<file path="src/hdl/vtd_ram.sv">
// ----------------------------------------------------------------------------
// vtd_ram
// Simple dual-port RAM: one write port, one read port, registered read data.
// ----------------------------------------------------------------------------
`timescale 1ns / 1ps
`default_nettype none

module vtd_ram #(
    parameter int WIDTH = 8,
    parameter int DEPTH = 16,
    localparam int ADDR_W = (DEPTH > 1) ? $clog2(DEPTH) : 1
) (
    input  wire logic              clk,
    input  wire logic              wr_en,
    input  wire logic [ADDR_W-1:0] wr_addr,
    input  wire logic [WIDTH-1:0]  wr_data,
    input  wire logic [ADDR_W-1:0] rd_addr,
    output logic      [WIDTH-1:0]  rd_data
);

    logic [WIDTH-1:0] mem [DEPTH];
    logic [WIDTH-1:0] rd_data_reg;

    always_ff @(posedge clk)
    begin
        if (wr_en)
        begin
            mem[wr_addr] <= wr_data;
        end
        rd_data_reg <= mem[rd_addr];
    end

    assign rd_data = rd_data_reg;

endmodule

`default_nettype wire

</file>
<file path="config.mk">
export PLATFORM = sky130hd
export DESIGN_NAME = vtd_ram
export DESIGN_NICKNAME = d
export VERILOG_FILES = /design/src/hdl/vtd_ram.sv
export SDC_FILE = /design/constraint.sdc
export NUM_CORES = 1
export LEC_CHECK = 0
export BUFFER_PORTS_ARGS = -buffer_cell sky130_fd_sc_hd__buf_2
export CAP_MARGIN = 40
export CORE_MARGIN = 2
export CORE_UTILIZATION = 40
export CTS_CLUSTER_SIZE = 28
export DETAILED_ROUTE_END_ITERATION = 16
export SETUP_SLACK_MARGIN = 0.02
export SLEW_MARGIN = 20
export SYNTH_ARGS = -nofsm -noshare
export SYNTH_HDL_FRONTEND = slang
export SYNTH_SLANG_ARGS = --single-unit
export TNS_END_PERCENT = 20
</file>
<file path="constraint.sdc">
create_clock -name clk -period 4.57 [get_ports clk]
set_input_delay 0.6855 -clock clk [delete_from_list [all_inputs] [get_ports clk]]
set_output_delay 0.6855 -clock clk [all_outputs]
set_load 0.005 [all_outputs]
</file>
==> results of run 1 <==
## worst max-delay path by stage
stage	to	slack, ns	cells past startpoint
2_1_floorplan	mem[0][0]	2.39	2
4_1_cts	rd_data[5]	2.37	5
3_3_place_gp	rd_data[1]	1.98	5
6_report	rd_data[5]	2.40	5
3_5_place_dp	rd_data[5]	1.95	5
5_1_grt	rd_data[5]	2.25	5
## kinds of logic (layout without fill, tap and decap cells)
| logic type | after synthesis | in the layout |
|---|---|---|
| AO/OA/AOI/OAI | 16 | 16 |
| AND/OR/NAND/NOR | 35 | 35 |
| buffers and inverters | 10 | 71 |
| flip-flops | 136 | 136 |
| multiplexers | 32 | 32 |
## layer usage
metal  vias up  global-route usage
li1       1075                   -
met2        56               0.243
met5         -                   0
met3        16              0.0423
met1      1261               0.189
met4         0              0.0565
## final cells by class
class                           count  area [um2]  share of cell area
Clock buffer                       20         437              0.0715
Clock inverter                     12         151              0.0248
Multi-Input combinational cell     83        1070               0.175
Sequential cell                   136        4000               0.656
Tap cell                          172         215              0.0353
Timing Repair Buffer               39         230              0.0377
## worst max-delay path, delay by kind of cell
family	cells	cell delay, ns
muxes	1	0.59
AOI/OAI and AO/OA	1	0.19
buffers and inverters	2	0.89
and+or+nand+nor	1	0.08
## cell usage in the layout, fill, tap and decap left out, drive strengths merged
cell	n
edfxtp	128
nand3	1
and2	1
inv	1
a22oi	16
nand3b	2
buf	39
bufinv	3
clkinv	5
dfxtp	8
nand2b	2
or3b	1
and2b	1
nand2	9
clkinvlp	3
nor2	13
mux4	32
nor2b	1
clkbuf	20
nor3	4
## power by group
part | internal [mW] | switching, mW | leakage, nW
clock | 0.855 | 0.490 | 0.276
sequential | 1.39 | 0.00687 | 1.22
combinational | 0.0522 | 0.0695 | 0.548
total | 2.30 | 0.567 | 2.05
## metrics by stage
stage / power (mW) / hold slack [ns] / instances / setup WS (ns) / utilization
3_3_place_gp: 1.55 / 0.649 / 419 / 1.98 / 0.432
5_1_grt: 2.95 / 0.662 / 462 / 2.25 / 0.486
2_1_floorplan: 1.50 / 0.629 / 229 / 2.39 / -
4_1_cts: 2.89 / 0.646 / 460 / 2.37 / 0.485
3_5_place_dp: 1.55 / 0.655 / 428 / 1.95 / 0.438
6_report: 2.87 / 0.660 / 462 / 2.40 / 0.486
==> results.sh, run 1 <==
export IMPL_die_area_mm2=0.0138
export IMPL_fin_worst_skew_ns=0.00696
export IMPL_min_from="wr_data[5]"
export IMPL_htree_levels=4
export IMPL_std_cell_rows=41
export IMPL_antenna_found_initial=0
export IMPL_areaGrowthSynthToFinish_pct=18.6
export IMPL_cp_start_kind="input port"
export IMPL_synth_fa_ha_area_frac=0
export IMPL_place_congestion=0.704
export IMPL_powerDensity_mw_per_mm2=470
export IMPL_wl_per_cell_um=20.7
export IMPL_end_kind="flop"
export IMPL_cellLeakagePower_nw=2.05
export IMPL_start_util=0.410
export IMPL_finalMaxSlewViolations=0
export IMPL_nFillCells=1023
export IMPL_yosys_top_cells_count="edfxtp_1 (128), mux4_2 (18), a22oi_1 (16), mux4_1 (14), nor2_1 (13)"
export IMPL_synth_cell_area_mm2=0.00515
export IMPL_hold_path_cell_count=1
export IMPL_maxSlewHeadroom=0.453
export IMPL_clock_sinks=136
export IMPL_cts_tree="built"
export IMPL_cts_hold_buf=0
export IMPL_cts_resized=0
export IMPL_grt_pass1_wl_mm=14.8
export IMPL_ff2ff_setup_slack_ns=3.22
export IMPL_drive_gt1_frac=0.300
export IMPL_hp_class="in2reg"
export IMPL_irDropWorstVdd_uv=349
export IMPL_die_x_um=117
export IMPL_clk_pin_slew_ns=0.06
export IMPL_root_buffer="clkbuf_16"
export IMPL_diodes=0
export IMPL_grt_setup_unrepaired="false"
export IMPL_rr_startpoint="mem[5][1]"
export IMPL_hold_violations=0
export IMPL_tightest_slew_ns=0.818
export IMPL_largest_reg_flops=128
export IMPL_met3_wirelength_um=333
export IMPL_fin_area_mm2=0.00610
export IMPL_drc=0
export IMPL_reg2regPathDepth=3
export IMPL_setup_tns_ns=0
export IMPL_synth_mux_area_fraction=0.150
export IMPL_synth_cell_type_count=19
export IMPL_vias_per_cell=5.21
export IMPL_yosysSeqAreaShare=0.778
export IMPL_dpl_instance_area_mm2=0.00550
export IMPL_port_buffers=25
export IMPL_highest_layer="met4"
export IMPL_synth_top_area_cell="edfxtp_1"
export IMPL_synth_xor_area_share=0
export IMPL_synth_top_area_frac=0.747
export IMPL_synthArstFlopShare=0
export IMPL_overflow=0
export IMPL_firstDrtPassIters=4
export IMPL_criticalPathCategory="in2reg"
export IMPL_avgSynthCellArea_um2=22.5
export IMPL_yosys_warnings=0
export IMPL_ys_flop_type="edfxtp_1"
export IMPL_synthSimpleGateAreaFrac=0.0318
export IMPL_cts_buffers_inserted=17
export IMPL_postCtsSetupBuffers=0
export IMPL_synth_edf_count=128
export IMPL_drtIter0Drc=228
export IMPL_finalCritPeriodShare=0.475
export IMPL_setup_viol=0
export IMPL_maxCapViolCount=0
export IMPL_vias=2408
export IMPL_wl_met1_mm=4.23
export IMPL_synth_top_family_by_area="multiplexers"
export IMPL_hold_end="mem[7][5]"
export IMPL_cpMaxStageDelayCell="mux4_1"
export IMPL_wl_mm=9.57
export IMPL_grt_max_degree=33
export IMPL_fin_nets=295
export IMPL_ys_ff_latch=136
export IMPL_synth_compound_area_share=0.0233
export IMPL_insertion_delay_ns=0.41
export IMPL_ios=26
export IMPL_yosysMostFrequentCell="edfxtp_1"
export IMPL_die_h_um=117
export IMPL_cts_max_path_buffers=2
export IMPL_path_cells="buf_2 -> buf_4 -> mux4_1 -> a22oi_1 -> nand2_1"
export IMPL_status="finished clean"
export IMPL_wl_met2_mm=4.83
export IMPL_period_minus_slack_ns=2.17
export IMPL_drtAntennaViolNets=0
export IMPL_max_freq_ghz=0.461
export IMPL_r2r_end="rd_data[1]"
export IMPL_crit_required_ns=4.86
export IMPL_crit_path_max_fanout=21
export IMPL_hpwl_mm=6.20
export IMPL_crit_path_max_incr_delay_ns=0.59
export IMPL_syn_num_nets=247
export IMPL_startpoint="rd_addr[0]"
export IMPL_gr_usage_all_layers=0.148
export IMPL_syn_inst=229
export IMPL_coreArea_mm2=0.0126
export IMPL_synth_area_leaders="edfxtp_1 (75%), mux4_2 (7.9%), mux4_1 (7.1%)"
export IMPL_cp_arrival_ns=2.46
export IMPL_grt_pass1_vias=2538
Note: power is estimated with default switching activity, not from simulation.
==> run 2, diff against run 1 <==
- clock period: 4.57 -> 2.1 ns (I/O delays scaled with it)
==> results.sh, run 2 (same netlist as run 1, synthesis figures left out) <==
export IMPL_finalMaxSlewViolations=0
export IMPL_powerDensity_mw_per_mm2=989
export IMPL_wl_mm=9.45
export IMPL_vias=2390
export IMPL_overflow=0
export IMPL_firstDrtPassIters=4
export IMPL_mostFrequentLayoutCell="edfxtp_1"
export IMPL_grt_pass1_wl_mm=14.9
export IMPL_hold_violations=0
export IMPL_std_cell_rows=41
export IMPL_cts_max_path_buffers=2
export IMPL_period_minus_slack_ns=1.40
export IMPL_hp_class="in2reg"
export IMPL_areaGrowthSynthToFinish_pct=18.8
export IMPL_tightest_slew_ns=0.606
export IMPL_finalCritPeriodShare=0.664
export IMPL_start_util=0.410
export IMPL_vias_per_cell=5.12
export IMPL_cp_arrival_ns=1.68
export IMPL_place_congestion=0.698
export IMPL_wl_per_cell_um=20.2
export IMPL_antenna_found_initial=0
export IMPL_hpwl_mm=5.99
export IMPL_coreArea_mm2=0.0126
export IMPL_postCtsSetupBuffers=0
export IMPL_fin_worst_skew_ns=0.00587
export IMPL_maxCapViolCount=0
export IMPL_final_cell_mix="edfxtp_1 (128), buf_2 (25), mux4_2 (18), clkbuf_16 (17), buf_4 (17)"
export IMPL_cts_tree="built"
export IMPL_grt_pass1_vias=2495
export IMPL_htree_levels=4
export IMPL_drtIter0Drc=234
export IMPL_drtAntennaViolNets=0
export IMPL_hold_ws_ns=0.301
export IMPL_drive_gt1_frac=0.298
export IMPL_cts_resized=0
export IMPL_diodes=0
export IMPL_crit_required_ns=2.38
export IMPL_setup_viol=0
export IMPL_criticalPathCategory="in2reg"
export IMPL_die_x_um=117
export IMPL_placed_cells_incl_taps=435
export IMPL_cts_hold_buf=0
export IMPL_gr_usage_all_layers=0.148
export IMPL_crit_path_max_fanout=32
export IMPL_die_h_um=117
export IMPL_end_kind="flop"
export IMPL_irDropWorstVdd_uv=612
export IMPL_insertion_delay_ns=0.40
export IMPL_clock_sinks=136
export IMPL_setup_tns_ns=0
export IMPL_die_area_mm2=0.0138
export IMPL_ios=26
export IMPL_drc=0
export IMPL_clk_pin_slew_ns=0.05
export IMPL_largest_reg_flops=128
export IMPL_cp_start_kind="input port"
export IMPL_status="finished clean"
export IMPL_grt_setup_unrepaired="false"
export IMPL_cellLeakagePower_nw=2.07
export IMPL_fin_nets=300
export IMPL_grt_max_degree=33
export IMPL_root_buffer="clkbuf_16"
export IMPL_maxSlewHeadroom=0.594
export IMPL_port_buffers=25
export IMPL_cts_buffers_inserted=17
export IMPL_max_freq_ghz=0.717
export IMPL_finalNonFillerCells=467
==> run 2: changes by cell type in the layout (fill, tap and decap cells not counted), sizes merged <==
cell	before	now
buf	39	44
clkbuf	20	22
clkinv	5	7
clkinvlp	3	1
bufinv	3	2
inv	1	0
==> run 2: area by class of cell <==
class                           instances  area [um2]
Clock buffer                           22         444
Clock inverter                         10         104
Fill cell                            1014        6450
Multi-Input combinational cell         83        1060
Sequential cell                       136        4000
Tap cell                              172         215
Timing Repair Buffer                   44         293
==> run 2: per-layer routing <==
metal | up-vias | GRT usage | routed length (um)
met5 | - | 0 | 0
met4 | 0 | 0.0572 | 144
met3 | 8 | 0.0482 | 404
met2 | 53 | 0.236 | 4740
met1 | 1246 | 0.189 | 4170
li1 | 1083 | - | -
==> run 2: critical path: stages <==
cell and delay (ns):
buf_2 0.10, buf_12 0.25, mux4_1 0.59, a22oi_1 0.31, nand2_1 0.10
==> run 2: final timing paths <==
kind | from | to | slack, ns | cells past startpoint
hold reg to reg | mem[14][2] | rd_data[2] | 0.66 | 3
setup reg to reg | mem[1][3] | rd_data[3] | 0.72 | 3
hold / removal | wr_data[5] | mem[7][5] | 0.30 | 1
setup / recovery | rd_addr[0] | rd_data[3] | 0.70 | 5
==> run 2: per-stage QoR <==
stage | util | setup slack, ns | cell area, um2 | power [mW]
after floorplan | - | 0.292 | 5150 | 3.26
after global placement | 0.443 | 0.301 | 5570 | 3.38
after detailed placement | 0.443 | 0.287 | 5570 | 3.39
after CTS | 0.487 | 0.712 | 6120 | 6.10
after global routing | 0.487 | 0.633 | 6120 | 6.26
final | 0.487 | 0.705 | 6120 | 6.05
==> run 2: report_power, final <==
group          switching, mW  total, mW  internal [mW]
logic                  0.152      0.274          0.122
registers             0.0162       3.05           3.04
clock network          0.994       2.72           1.73
total                   1.16       6.05           4.89
==> run 3, diff against run 2 <==
- clock period: 2.1 -> 1.15 ns (I/O delays scaled with it)
==> results.sh, run 3 (same netlist as run 1, synthesis figures left out) <==
export IMPL_wl_mm=9.79
export IMPL_finalWorstSetupSlack_ns=-0.114
export IMPL_ios=26
export IMPL_grt_use_met1=0.209
export IMPL_criticalPathCategory="reg2reg"
export IMPL_period_minus_slack_ns=1.26
export IMPL_hold_ws_ns=0.157
export IMPL_clk_pin_slew_ns=0.06
export IMPL_postCtsSetupBuffers=0
export IMPL_finalCritPeriodShare=1.10
export IMPL_met3_usage=0.0370
export IMPL_cts_tree="built"
export IMPL_vias_per_cell=5.10
export IMPL_cp_start_kind="flop"
export IMPL_insertion_delay_ns=0.41
export IMPL_max_freq_ghz=0.791
export IMPL_swShare=0.201
export IMPL_p_switching_mw=2.26
export IMPL_gr_usage_all_layers=0.156
export IMPL_hold_violations=0
export IMPL_cellLeakagePower_nw=2.10
export IMPL_share_comb_of_total_power=0.053
export IMPL_drtAntennaViolNets=0
export IMPL_antenna_found_initial=0
export IMPL_maxSlewHeadroom=0.476
export IMPL_root_buffer="clkbuf_16"
export IMPL_setup_tns_ns=-0.708
export IMPL_diodes=0
export IMPL_coreArea_mm2=0.0126
export IMPL_areaGrowthSynthToFinish_pct=22.7
export IMPL_clock_sinks=136
export IMPL_wl_per_cell_um=20.5
export IMPL_finalMaxSlewViolations=0
export IMPL_fin_worst_skew_ns=0.00583
export IMPL_mostFrequentLayoutCell="edfxtp_1"
export IMPL_sequentialPowerShare=0.496
export IMPL_grt_use_met2=0.250
export IMPL_drtIter0Drc=288
export IMPL_path_cells="mux4_2 -> a22oi_2 -> nand2_1"
export IMPL_grt_busiest_layer="met2"
export IMPL_end_kind="flop"
export IMPL_grt_pass1_wl_mm=15.7
export IMPL_tightest_slew_ns=0.785
export IMPL_cp_arrival_ns=1.55
export IMPL_intPower_mw=8.99
export IMPL_die_h_um=117
export IMPL_place_congestion=0.713
export IMPL_fin_nets=311
export IMPL_crit_required_ns=1.44
export IMPL_cpMaxStageDelayCell="mux4_2"
export IMPL_powerDensity_mw_per_mm2=1780
export IMPL_overflow=0
export IMPL_drive_gt1_frac=0.418
export IMPL_hpwl_mm=6.33
export IMPL_crit_path_max_incr_delay_ns=0.48
export IMPL_status="finished with violations"
export IMPL_die_area_mm2=0.0138
export IMPL_htree_levels=4
export IMPL_grt_max_degree=21
export IMPL_total_power_mw=11.3
export IMPL_pwr_share_clk=0.451
export IMPL_largest_reg_flops=128
export IMPL_irDropWorstVdd_uv=1030
export IMPL_crit_path_max_fanout=1
export IMPL_drc=0
export IMPL_hp_class="in2reg"
export IMPL_cts_buffers_inserted=17
export IMPL_port_buffers=25
export IMPL_start_util=0.410
export IMPL_vias=2440
export IMPL_maxCapViolCount=0
export IMPL_cts_max_path_buffers=2
export IMPL_firstDrtPassIters=5
export IMPL_setup_viol=8
export IMPL_std_cell_rows=41
export IMPL_final_cell_mix="edfxtp_1 (128), mux4_2 (31), buf_2 (25), buf_4 (22), clkbuf_16 (17)"
export IMPL_violations="setup timing"
export IMPL_die_x_um=117
export IMPL_nFillCells=988
export IMPL_grt_pass1_vias=2614
export IMPL_grt_setup_unrepaired="true"
run 3: cell count changes in the layout (fill, tap and decap cells not counted), sizes merged:
cell,delta
clkbuf,-3
clkinv,-1
buf,+11
inv,+1
clkinvlp,+3
run 3: per-stage QoR:
| step | utilization | instances | setup WS, ns | area, um2 |
|---|---|---|---|---|
| floorplan | - | 229 | -0.214 | 5180 |
| global placement | 0.459 | 446 | -0.445 | 5760 |
| detailed placement | 0.459 | 446 | -0.435 | 5760 |
| CTS | 0.503 | 478 | -0.112 | 6320 |
| global route | 0.503 | 478 | -0.181 | 6320 |
| finish | 0.503 | 478 | -0.114 | 6320 |
run 3: critical path, delay by kind of cell, from the launching register on:
family / cells / cell delay (ns)
muxes: 1 / 0.48
AOI/OAI and AO/OA: 1 / 0.25
and+or+nand+nor: 1 / 0.07
DFF: 1 / 0.35
run 3: layer usage:
layer  vias up  wire, um  share of wire
met5         -         0              0
met4         0       156          0.016
met3        11       395          0.040
met2        58      4800           0.49
met1      1284      4440           0.45
li1       1087         -              -
run 3: path summary, 6_finish.rpt:
check | slack (ns) | to | from | cells after the start
max | -0.11 | rd_data[7] | mem[11][7] | 3
max reg2reg | -0.11 | rd_data[7] | mem[11][7] | 3
min | 0.16 | mem[3][4] | wr_data[4] | 1
min reg2reg | 0.69 | rd_data[6] | mem[15][6] | 3
run 3: timing repair:
action / 4_1_cts / 5_1_grt
endpoints found under the hold margin: 0 / 0
hold buffers: 0 / 0
gates resized for setup: 21 / 0
pin swaps: 11 / 0
setup endpoints to repair: 8 / 8
run 3: layout make-up:
cell class	count	area (um2)	share of cell area
tap	172	215	0.0341
clock inverter	13	130	0.0206
multi-input combinational	83	1080	0.172
timing repair buffer	55	450	0.0713
sequential	136	4000	0.634
clock buffer	19	433	0.0685
run 3: power by group through the flow:
stage                     registers (mW)  logic (mW)  clock network, mW
after floorplan                     5.67       0.289                  0
after global placement              5.68       0.567                  0
after detailed placement            5.68       0.577                  0
after CTS                           5.58       0.608               5.17
after global routing                5.59       0.651               5.40
final                               5.58       0.596               5.08
